$ cat config.mk
export PLATFORM = sky130hd
export DESIGN_NAME = riff_wave_header_parser_core_flat
export DESIGN_NICKNAME = d
export VERILOG_FILES = /design/src/sv/rwhp_pkg.sv /design/src/sv/rwhp_if.sv /design/src/sv/riff_wave_header_parser_core.sv /design/src/flat_wrapper.sv
export SDC_FILE = /design/constraint.sdc
export NUM_CORES = 1
export LEC_CHECK = 0
export ABC_AREA = 1
export CAP_MARGIN = 30
export CORE_MARGIN = 10
export CORE_UTILIZATION = 45
export DETAILED_ROUTE_END_ITERATION = 7
export DONT_BUFFER_PORTS = 1
export SLEW_MARGIN = 20
export SYNTH_ARGS = -nofsm -noshare
export SYNTH_HDL_FRONTEND = slang
export SYNTH_SLANG_ARGS = --single-unit
$ cat constraint.sdc
create_clock -name clk -period 9.7 [get_ports clk]
set_input_delay 1.94 -clock clk [delete_from_list [all_inputs] [get_ports clk]]
set_output_delay 1.94 -clock clk [all_outputs]
set_load 0.03 [all_outputs]
$ cat src/sv/rwhp_pkg.sv
`default_nettype none

package rwhp_pkg;

    localparam int unsigned POSITION_BITS_DEFAULT = 32;

    localparam logic [31:0] TAG_RIFF = 32'h4646_4952;
    localparam logic [31:0] TAG_WAVE = 32'h4556_4157;
    localparam logic [31:0] TAG_FMT  = 32'h2074_6D66;
    localparam logic [31:0] TAG_DATA = 32'h6174_6164;

    // Offsets of the last byte of each tag in the file signature.
    localparam int unsigned RIFF_LAST = 3;
    localparam int unsigned SIG_LAST  = 11;
    localparam int unsigned HDR_LEN   = 8;
    localparam int unsigned FMT_LEN   = 16;

    typedef enum logic [3:0] {
        PH_SIG  = 4'b0001,
        PH_HDR  = 4'b0010,
        PH_BODY = 4'b0100,
        PH_DEAD = 4'b1000
    } phase_t;

    typedef enum logic [1:0] {
        KIND_OTHER = 2'd0,
        KIND_FMT   = 2'd1,
        KIND_DATA  = 2'd2
    } kind_t;

    typedef enum logic [2:0] {
        ST_OK        = 3'd0,
        ST_SHORT     = 3'd1,
        ST_BAD_TAGS  = 3'd2,
        ST_NO_FORMAT = 3'd3,
        ST_NO_DATA   = 3'd4
    } status_t;

    typedef struct packed {
        logic [2:0]  status;
        logic [15:0] format_tag;
        logic [15:0] channel_count;
        logic [31:0] sample_rate;
        logic [31:0] byte_rate;
        logic [15:0] frame_align;
        logic [15:0] sample_bits;
        logic [31:0] payload_offset;
        logic [31:0] payload_length;
    } result_t;

endpackage

`default_nettype wire

$ cat src/sv/rwhp_if.sv
`default_nettype none

interface rwhp_byte_if;
    logic       valid;
    logic       ready;
    logic [7:0] file_byte;
    logic       is_last;

    modport source (output valid, output file_byte, output is_last, input ready);
    modport sink (input valid, input file_byte, input is_last, output ready);
endinterface

interface rwhp_result_if;
    logic        valid;
    logic        ready;
    logic [2:0]  status;
    logic [15:0] format_tag;
    logic [15:0] channel_count;
    logic [31:0] sample_rate;
    logic [31:0] byte_rate;
    logic [15:0] frame_align;
    logic [15:0] sample_bits;
    logic [31:0] payload_offset;
    logic [31:0] payload_length;

    modport source (
        output valid, output status, output format_tag, output channel_count,
        output sample_rate, output byte_rate, output frame_align, output sample_bits,
        output payload_offset, output payload_length, input ready
    );
    modport sink (
        input valid, input status, input format_tag, input channel_count,
        input sample_rate, input byte_rate, input frame_align, input sample_bits,
        input payload_offset, input payload_length, output ready
    );
endinterface

`default_nettype wire

$ cat src/sv/riff_wave_header_parser_core.sv
// RIFF/WAVE header parser. The block takes a file one byte per transaction on
// the stream channel, from offset zero, with is_last set on the final byte, and
// accepts one byte in every cycle unless held off: each byte only advances
// counters and shift registers. It checks the RIFF and WAVE tags, walks the
// chunks that follow (8-byte header, 32-bit little-endian size, no pad byte),
// and keeps the last complete fmt chunk of at least 16 bytes and the last
// complete data chunk. The final byte produces one report transaction in the
// following cycle from a result register; the parser then starts afresh on the
// next byte. The stream is held off in any cycle in which a report is waiting
// and report.ready is low. The byte position saturates at 2^POSITION_BITS - 1.
`default_nettype none

module riff_wave_header_parser_core #(
    parameter int unsigned POSITION_BITS = rwhp_pkg::POSITION_BITS_DEFAULT
) (
    input  wire             clk,
    input  wire             rst_n,
    rwhp_byte_if.sink       stream,
    rwhp_result_if.source   report
);

    localparam int unsigned EXT_BITS = (POSITION_BITS > 32) ? POSITION_BITS : 32;

    logic [POSITION_BITS-1:0] pos_reg, pos_next;
    rwhp_pkg::phase_t         phase_reg, phase_next;
    logic                     tags_ok_reg, tags_ok_next;
    logic [31:0]              sig_reg, sig_next;
    logic [63:0]              hdr_reg, hdr_next;
    logic [2:0]               hdr_count_reg, hdr_count_next;
    logic [31:0]              remaining_reg, remaining_next;
    logic [4:0]               body_idx_reg, body_idx_next;
    rwhp_pkg::kind_t          kind_reg, kind_next;
    logic [127:0]             pending_fmt_reg, pending_fmt_next;
    logic [127:0]             fmt_reg, fmt_next;
    logic                     fmt_found_reg, fmt_found_next;
    logic [63:0]              pending_span_reg, pending_span_next;
    logic [63:0]              span_reg, span_next;
    logic                     data_found_reg, data_found_next;

    logic                     res_valid_reg, res_valid_next;
    rwhp_pkg::result_t        res_reg, res_next;

    logic                     accept;
    logic                     finish;
    logic [EXT_BITS-1:0]      pos_inc;
    logic [31:0]              chunk_size;
    logic [31:0]              chunk_id;

    assign accept       = stream.valid && stream.ready;
    assign stream.ready = !res_valid_reg || report.ready;
    assign pos_inc      = EXT_BITS'(pos_reg) + EXT_BITS'(1);
    assign hdr_next     = (accept && phase_reg == rwhp_pkg::PH_HDR)
                          ? {stream.file_byte, hdr_reg[63:8]} : hdr_reg;
    assign chunk_size   = hdr_next[63:32];
    assign chunk_id     = hdr_next[31:0];

    always_comb
    begin
        pos_next          = pos_reg;
        phase_next        = phase_reg;
        tags_ok_next      = tags_ok_reg;
        sig_next          = sig_reg;
        hdr_count_next    = hdr_count_reg;
        remaining_next    = remaining_reg;
        body_idx_next     = body_idx_reg;
        kind_next         = kind_reg;
        pending_fmt_next  = pending_fmt_reg;
        fmt_next          = fmt_reg;
        fmt_found_next    = fmt_found_reg;
        pending_span_next = pending_span_reg;
        span_next         = span_reg;
        data_found_next   = data_found_reg;
        finish            = 1'b0;
        res_next          = res_reg;
        res_valid_next    = res_valid_reg && !report.ready;

        if (accept)
        begin
            case (phase_reg)
                rwhp_pkg::PH_SIG:
                begin
                    sig_next = {stream.file_byte, sig_reg[31:8]};
                    if (pos_reg == POSITION_BITS'(rwhp_pkg::RIFF_LAST)
                        && sig_next != rwhp_pkg::TAG_RIFF)
                    begin
                        tags_ok_next = 1'b0;
                    end
                    if (pos_reg == POSITION_BITS'(rwhp_pkg::SIG_LAST))
                    begin
                        if (sig_next != rwhp_pkg::TAG_WAVE)
                        begin
                            tags_ok_next = 1'b0;
                        end
                        phase_next     = tags_ok_next ? rwhp_pkg::PH_HDR : rwhp_pkg::PH_DEAD;
                        hdr_count_next = '0;
                    end
                end
                rwhp_pkg::PH_HDR:
                begin
                    hdr_count_next = hdr_count_reg + 3'd1;
                    if (hdr_count_reg == 3'(rwhp_pkg::HDR_LEN - 1))
                    begin
                        kind_next = rwhp_pkg::KIND_OTHER;
                        if (chunk_id == rwhp_pkg::TAG_FMT
                            && chunk_size >= 32'(rwhp_pkg::FMT_LEN))
                        begin
                            kind_next = rwhp_pkg::KIND_FMT;
                        end
                        else if (chunk_id == rwhp_pkg::TAG_DATA)
                        begin
                            kind_next         = rwhp_pkg::KIND_DATA;
                            pending_span_next = {chunk_size, pos_inc[31:0]};
                        end
                        remaining_next = chunk_size;
                        body_idx_next  = '0;
                        phase_next     = rwhp_pkg::PH_BODY;
                        finish         = (chunk_size == 32'd0);
                    end
                end
                rwhp_pkg::PH_BODY:
                begin
                    // A format chunk always has at least 16 body bytes, so every
                    // kept byte is written before the chunk can be committed.
                    if (kind_reg == rwhp_pkg::KIND_FMT && !body_idx_reg[4])
                    begin
                        pending_fmt_next[{body_idx_reg[3:0], 3'b000} +: 8] = stream.file_byte;
                    end
                    if (!body_idx_reg[4])
                    begin
                        body_idx_next = body_idx_reg + 5'd1;
                    end
                    remaining_next = remaining_reg - 32'd1;
                    finish         = (remaining_reg == 32'd1);
                end
                rwhp_pkg::PH_DEAD:
                begin
                end
                default:
                begin
                end
            endcase

            if (finish)
            begin
                if (kind_next == rwhp_pkg::KIND_FMT)
                begin
                    fmt_next       = pending_fmt_next;
                    fmt_found_next = 1'b1;
                end
                else if (kind_next == rwhp_pkg::KIND_DATA)
                begin
                    span_next       = pending_span_next;
                    data_found_next = 1'b1;
                end
                kind_next      = rwhp_pkg::KIND_OTHER;
                hdr_count_next = '0;
                phase_next     = rwhp_pkg::PH_HDR;
            end

            if (pos_reg != '1)
            begin
                pos_next = pos_inc[POSITION_BITS-1:0];
            end

            if (stream.is_last)
            begin
                if (pos_reg < POSITION_BITS'(rwhp_pkg::SIG_LAST))
                begin
                    res_next.status = rwhp_pkg::ST_SHORT;
                end
                else if (!tags_ok_next)
                begin
                    res_next.status = rwhp_pkg::ST_BAD_TAGS;
                end
                else if (!fmt_found_next)
                begin
                    res_next.status = rwhp_pkg::ST_NO_FORMAT;
                end
                else if (!data_found_next)
                begin
                    res_next.status = rwhp_pkg::ST_NO_DATA;
                end
                else
                begin
                    res_next.status = rwhp_pkg::ST_OK;
                end
                res_next.format_tag     = fmt_next[15:0];
                res_next.channel_count  = fmt_next[31:16];
                res_next.sample_rate    = fmt_next[63:32];
                res_next.byte_rate      = fmt_next[95:64];
                res_next.frame_align    = fmt_next[111:96];
                res_next.sample_bits    = fmt_next[127:112];
                res_next.payload_offset = span_next[31:0];
                res_next.payload_length = span_next[63:32];
                res_valid_next          = 1'b1;

                // The next byte is offset zero of a new file.
                pos_next          = '0;
                phase_next        = rwhp_pkg::PH_SIG;
                tags_ok_next      = 1'b1;
                sig_next          = '0;
                hdr_count_next    = '0;
                remaining_next    = '0;
                body_idx_next     = '0;
                kind_next         = rwhp_pkg::KIND_OTHER;
                pending_fmt_next  = '0;
                fmt_next          = '0;
                fmt_found_next    = 1'b0;
                pending_span_next = '0;
                span_next         = '0;
                data_found_next   = 1'b0;
            end
        end
    end

    always_ff @(posedge clk or negedge rst_n)
    begin
        if (!rst_n)
        begin
            pos_reg          <= '0;
            phase_reg        <= rwhp_pkg::PH_SIG;
            tags_ok_reg      <= 1'b1;
            sig_reg          <= '0;
            hdr_reg          <= '0;
            hdr_count_reg    <= '0;
            remaining_reg    <= '0;
            body_idx_reg     <= '0;
            kind_reg         <= rwhp_pkg::KIND_OTHER;
            pending_fmt_reg  <= '0;
            fmt_reg          <= '0;
            fmt_found_reg    <= 1'b0;
            pending_span_reg <= '0;
            span_reg         <= '0;
            data_found_reg   <= 1'b0;
            res_valid_reg    <= 1'b0;
        end
        else
        begin
            pos_reg          <= pos_next;
            phase_reg        <= phase_next;
            tags_ok_reg      <= tags_ok_next;
            sig_reg          <= sig_next;
            hdr_reg          <= (accept && stream.is_last) ? 64'd0 : hdr_next;
            hdr_count_reg    <= hdr_count_next;
            remaining_reg    <= remaining_next;
            body_idx_reg     <= body_idx_next;
            kind_reg         <= kind_next;
            pending_fmt_reg  <= pending_fmt_next;
            fmt_reg          <= fmt_next;
            fmt_found_reg    <= fmt_found_next;
            pending_span_reg <= pending_span_next;
            span_reg         <= span_next;
            data_found_reg   <= data_found_next;
            res_valid_reg    <= res_valid_next;
        end
    end

    always_ff @(posedge clk)
    begin
        res_reg <= res_next;
    end

    assign report.valid          = res_valid_reg;
    assign report.status         = res_reg.status;
    assign report.format_tag     = res_reg.format_tag;
    assign report.channel_count  = res_reg.channel_count;
    assign report.sample_rate    = res_reg.sample_rate;
    assign report.byte_rate      = res_reg.byte_rate;
    assign report.frame_align    = res_reg.frame_align;
    assign report.sample_bits    = res_reg.sample_bits;
    assign report.payload_offset = res_reg.payload_offset;
    assign report.payload_length = res_reg.payload_length;

`ifndef SYNTHESIS
    // A report only appears after the final byte of a file was taken.
    assert property (@(posedge clk) disable iff (!rst_n)
        $rose(res_valid_reg) |-> $past(accept && stream.is_last))
        else $error("report raised without a final byte");

    // An untaken report must hold the byte stream off.
    assert property (@(posedge clk) disable iff (!rst_n)
        (res_valid_reg && !report.ready) |-> !stream.ready)
        else $error("byte stream accepted while report stalled");

    // The final byte returns the parser to the start of a new file.
    assert property (@(posedge clk) disable iff (!rst_n)
        (accept && stream.is_last) |=> (pos_reg == '0 && phase_reg == rwhp_pkg::PH_SIG
                                        && !fmt_found_reg && !data_found_reg))
        else $error("parser state not cleared after final byte");

    // A chunk body in progress always has bytes left to come.
    assert property (@(posedge clk) disable iff (!rst_n)
        (phase_reg == rwhp_pkg::PH_BODY) |-> (remaining_reg != 32'd0))
        else $error("body phase with no bytes remaining");
`endif

endmodule

`default_nettype wire
$ cat src/flat_wrapper.sv
// flat-port wrapper written by rule: the top's interface ports become plain ports
module riff_wave_header_parser_core_flat 
#(
    parameter int unsigned POSITION_BITS = rwhp_pkg::POSITION_BITS_DEFAULT
)
  (clk, rst_n, stream_valid, stream_file_byte, stream_is_last, stream_ready, report_valid, report_status, report_format_tag, report_channel_count, report_sample_rate, report_byte_rate, report_frame_align, report_sample_bits, report_payload_offset, report_payload_length, report_ready);
  rwhp_byte_if stream_i ();
  rwhp_result_if report_i ();
  input  wire clk;
  input  wire rst_n;
  input wire logic [$bits(stream_i.valid)-1:0] stream_valid;
  input wire logic [$bits(stream_i.file_byte)-1:0] stream_file_byte;
  input wire logic [$bits(stream_i.is_last)-1:0] stream_is_last;
  output wire logic [$bits(stream_i.ready)-1:0] stream_ready;
  output wire logic [$bits(report_i.valid)-1:0] report_valid;
  output wire logic [$bits(report_i.status)-1:0] report_status;
  output wire logic [$bits(report_i.format_tag)-1:0] report_format_tag;
  output wire logic [$bits(report_i.channel_count)-1:0] report_channel_count;
  output wire logic [$bits(report_i.sample_rate)-1:0] report_sample_rate;
  output wire logic [$bits(report_i.byte_rate)-1:0] report_byte_rate;
  output wire logic [$bits(report_i.frame_align)-1:0] report_frame_align;
  output wire logic [$bits(report_i.sample_bits)-1:0] report_sample_bits;
  output wire logic [$bits(report_i.payload_offset)-1:0] report_payload_offset;
  output wire logic [$bits(report_i.payload_length)-1:0] report_payload_length;
  input wire logic [$bits(report_i.ready)-1:0] report_ready;
  assign stream_i.valid = stream_valid;
  assign stream_i.file_byte = stream_file_byte;
  assign stream_i.is_last = stream_is_last;
  assign stream_ready = stream_i.ready;
  assign report_valid = report_i.valid;
  assign report_status = report_i.status;
  assign report_format_tag = report_i.format_tag;
  assign report_channel_count = report_i.channel_count;
  assign report_sample_rate = report_i.sample_rate;
  assign report_byte_rate = report_i.byte_rate;
  assign report_frame_align = report_i.frame_align;
  assign report_sample_bits = report_i.sample_bits;
  assign report_payload_offset = report_i.payload_offset;
  assign report_payload_length = report_i.payload_length;
  assign report_i.ready = report_ready;
  riff_wave_header_parser_core #(.POSITION_BITS(POSITION_BITS)) u_core (.clk(clk), .rst_n(rst_n), .stream(stream_i), .report(report_i));
endmodule
==> Implementation_results.wiki <==
{| class="wikitable"
! Metric !! Value
|-
| Async set-reset flop share out of synthesis || 74.0%
|-
| Later-pin clock latency in the skew report || approximately 0.65 ns
|-
| Routed length per instance || about 18 um
|-
| Peak supply drop || ~0.00014 V
|-
| Max-capacitance violation count || 0
|-
| Fin Setup TNS || 0 ns
|-
| Most common library cell in the layout ignoring fill and taps || sky130_fd_sc_hd__nand2_1
|-
| Final instance area || approximately 40000 sq um
|-
| Xor-xnor portion of the synthesized cell area || less than 1%
|-
| Ys Warns || 0
|-
| Tightest slew margin relative to the limit || -167%
|-
| Net count of the finished layout || ~4.4k
|-
| Num CTS Buffers || 84
|-
| Buffers added on ports || 0
|-
| Least-Margin Pin Slew || 4.01 ns
|-
| Post-place instance area || 37100 sq um
|-
| Max clock buf depth || 3
|-
| Setup violations, final || 0
|-
| Overall overflow remaining after global route || 0
|-
| Number of distinct library cells after synthesis || 40
|-
| Antenna Cells || 0
|-
| Area of the placeable core || between 80000 and 90000 sq um
|-
| Nets in the synthesized netlist || about 4.5k
|-
| Post-layout util || 49.8%
|-
| Die height || between 300 and 400 um
|-
| Total of hold buffers inserted after clock tree synthesis || 0
|-
| Crit end category || register
|-
| Post-CTS repair timing setup buffer count || 0
|-
| Post-synth top area cell || sky130_fd_sc_hd__dfrtp_1
|-
| Share of cell area taken by muxes after synthesis || 0%
|-
| Fraction of layout instances using a drive strength above 1 || around 4.7%
|-
| EDFF count, synth || 195
|-
| Upper clock frequency limit || around 150 MHz
|-
| Dominant synthesized flop cell || sky130_fd_sc_hd__dfrtp_1
|-
| Synth Area per Inst || 8.18 sq um
|-
| Top cells by area, synth || sky130_fd_sc_hd__dfrtp_1 38%, sky130_fd_sc_hd__edfxtp_1 16%, sky130_fd_sc_hd__nand2_1 13%
|-
| Post-detailed-placement half-perimeter wirelength || approximately 64000 um
|-
| Combinational family with the most area after synthesis || simple AND/OR/NAND/NOR gates
|-
| Static leakage || about 0.019 uW
|-
| Commonest cells after routing, fill and taps aside || 1244 x sky130_fd_sc_hd__nand2_1, 614 x sky130_fd_sc_hd__inv_1, 552 x sky130_fd_sc_hd__dfrtp_1
|-
| Power Dens Cells || 183 nW/um^2
|-
| Final Slew Violations || around 430
|-
| TritonCTS clock tree || built
|-
| Worst clock skew on the final layout || 0.0278 ns
|-
| Mapped cell area || 36300 sq um
|-
| Die Wd || 304 um
|-
| Global-route wire length before repair || 160000 um
|-
| Overall global routing resource usage || 21.3%
|-
| I/O pins || 210
|-
| First-iteration detailed-routing DRC count || between 2k and 3k
|-
| CTS Root Buffer Type || sky130_fd_sc_hd__clkbuf_16
|-
| Final Wtd Congestion || 0.874
|-
| Gate Count Post-Synth || between 4k and 5k
|-
| DRT Wirelength || between 100000 and 150000 um
|-
| Count of antenna-violating nets left after detailed routing || 0
|-
| # fillers || around 7.5k
|-
| Total Die Area || around 90000 sq um
|-
| Share of the yosys chip area belonging to registers || 54.3%
|-
| Level count of the clock H-tree || 3
|-
| Synth Area in Adders || less than 1%
|-
| Worst path required time || about 10 ns
|-
| Total count of hold-check failures in the final report || 0
|-
| Pin count of the biggest net entering global routing || 555
|-
| Number of gates resized after cts || 0
|-
| Pre-antenna DRT Iters || 6
|-
| Number of rows created at floorplan || roughly 100
|-
| Portion of synthesized cell area occupied by the leading cell type || a little under two fifths
|-
| Shortest period the worst path allows || between 6 and 7 ns
|-
| Count of unresolved DRC violations after routing || 0
|-
| Effective utilization at floorplan || around 45%
|-
| Type of the setup path with the least slack || primary input to register
|-
| Arrival @ worst endpoint || slightly above 7 ns
|-
| Share of the synthesized area in compound gates (AO/OA/AOI/OAI) || roughly 8.8%
|-
| Clk sinks || around 750
|-
| Area Growth Syn to Fin || 9.97%
|-
| Setup repair after global routing missed its margin || false
|-
| Avg Vias per Cell || around 5.3
|-
| Hold WC Path Type || register to register
|-
| Result of the run || finished, violations left
|-
| Worst-path clk slew || approximately 0.06 ns
|-
| Critical path startpoint category || primary input
|-
| Worst Path Max Fanout || 70
|-
| Number of global-route vias before repair || 26.8k
|-
| Via Count || roughly 29k
|-
| Number of antenna violations at the first check in global routing || 1
|-
| Register bit total from synthesis || about 750
|-
| Post-Synth Simple-Gate Area || 26.6%
|-
| Share of the clock period used by the worst path after layout || around 70%
|-
| Violations in the final reports || slew limit
|}
[cell families after synthesis]
family / count (synthesis)
DFF: 749
buffers and inverters: 852
adders and majority gates: 9
xor gates and xnor gates: 34
and+or+nand+nor: 2222
AOI/OAI and AO/OA: 573
[final timing paths]
check | from | end | slack, ns | cells after the start
min reg2reg | u_core.phase_reg[0]$_DFFE_PN1P_ | u_core.phase_reg[0]$_DFFE_PN1P_ | 0.47 | 2
max reg2reg | u_core.report.valid$_DFF_PN0_ | u_core.report.payload_offset[5]$_DFFE_PP_ | 3.69 | 17
max | report_ready | u_core.report.payload_offset[5]$_DFFE_PP_ | 2.94 | 18
min | u_core.phase_reg[0]$_DFFE_PN1P_ | u_core.phase_reg[0]$_DFFE_PN1P_ | 0.47 | 2
min in group asynchronous | rst_n | u_core.span_reg[26]$_DFFE_PN0P_ | 1.06 | 0
max in group asynchronous | rst_n | u_core.pending_span_reg[25]$_DFFE_PN0P_ | 5.56 | 0
[worst max-delay path: stages]
cell and delay, ns:
sky130_fd_sc_hd__inv_1 0.05, sky130_fd_sc_hd__nand2_1 0.37, sky130_fd_sc_hd__nand2_8 0.38, sky130_fd_sc_hd__nor2_4 0.58
sky130_fd_sc_hd__nand2_1 0.13, sky130_fd_sc_hd__nand2_1 0.11, sky130_fd_sc_hd__nand2_1 0.06, sky130_fd_sc_hd__nor2_1 0.12
sky130_fd_sc_hd__nand3_1 0.08, sky130_fd_sc_hd__nor2_1 0.56, sky130_fd_sc_hd__buf_4 0.32, sky130_fd_sc_hd__nand3_4 0.25
sky130_fd_sc_hd__nand2_1 0.24, sky130_fd_sc_hd__inv_4 0.27, sky130_fd_sc_hd__nor2_4 0.63, sky130_fd_sc_hd__buf_4 0.60
sky130_fd_sc_hd__nand2_1 0.17, sky130_fd_sc_hd__and2_1 0.19
[per-layer routing]
metal  track usage (%)  up-vias  routed length [um]
met5                 0        -                   0
met4              5.20        0                1910
met3              4.94      118                7110
met2              33.1      730               45800
met1              29.8    13851               46300
li1                  -    14083                   -
[cells in the mapped netlist (7+ instances only)]
cell type                  number
sky130_fd_sc_hd__nand2_1     1245
sky130_fd_sc_hd__inv_1        615
sky130_fd_sc_hd__dfrtp_1      552
sky130_fd_sc_hd__nand3_1      411
sky130_fd_sc_hd__o21ai_0      314
sky130_fd_sc_hd__nor2_1       230
sky130_fd_sc_hd__edfxtp_1     195
sky130_fd_sc_hd__and2_1       191
sky130_fd_sc_hd__o22ai_1      157
sky130_fd_sc_hd__clkbuf_1     146
sky130_fd_sc_hd__nor3_1        59
sky130_fd_sc_hd__a21oi_1       55
sky130_fd_sc_hd__nand4_1       53
sky130_fd_sc_hd__buf_2         46
sky130_fd_sc_hd__xor2_1        30
sky130_fd_sc_hd__buf_1         19
sky130_fd_sc_hd__nor4_1        18
sky130_fd_sc_hd__o211ai_1      13
sky130_fd_sc_hd__o21ai_2       10
sky130_fd_sc_hd__buf_4          9
sky130_fd_sc_hd__ha_1           9
sky130_fd_sc_hd__buf_6          8
sky130_fd_sc_hd__a32o_1         7
sky130_fd_sc_hd__o21ai_1        7
[power breakdown]
part / switching (uW) / total (uW) / leakage [uW] / internal, uW
combinational: 480 / 627 / 0.00831 / 147
sequential: 106 / 3400 / 0.00960 / 3300
clock: 1340 / 3270 / 0.00138 / 1940
total: 1920 / 7300 / 0.0193 / 5380
[layout make-up]
type	count	area, sq um	area share, %
clock inverter	31	343	0.858
inverter	624	2350	5.88
clock buffer	126	2480	6.22
multi-input combinational	2838	13300	33.4
sequential	749	19700	49.4
tap	1060	1330	3.32
timing repair buffer	40	398	0.996
[through the flow]
| step | setup slack, ns | std cells | power, uW | hold slack [ns] |
|---|---|---|---|---|
| final | 2.94 | 5468 | 7300 | 0.469 |
| after CTS | 2.88 | 5465 | 7360 | 0.469 |
| after detailed placement | 2.21 | 5308 | 4080 | 0.460 |
| after global placement | 2.36 | 5305 | 4080 | 0.459 |
| after global routing | 2.37 | 5468 | 7570 | 0.483 |
| after floorplan | 0.743 | 4439 | 3890 | 0.448 |
(Power assumes the default switching activity.)
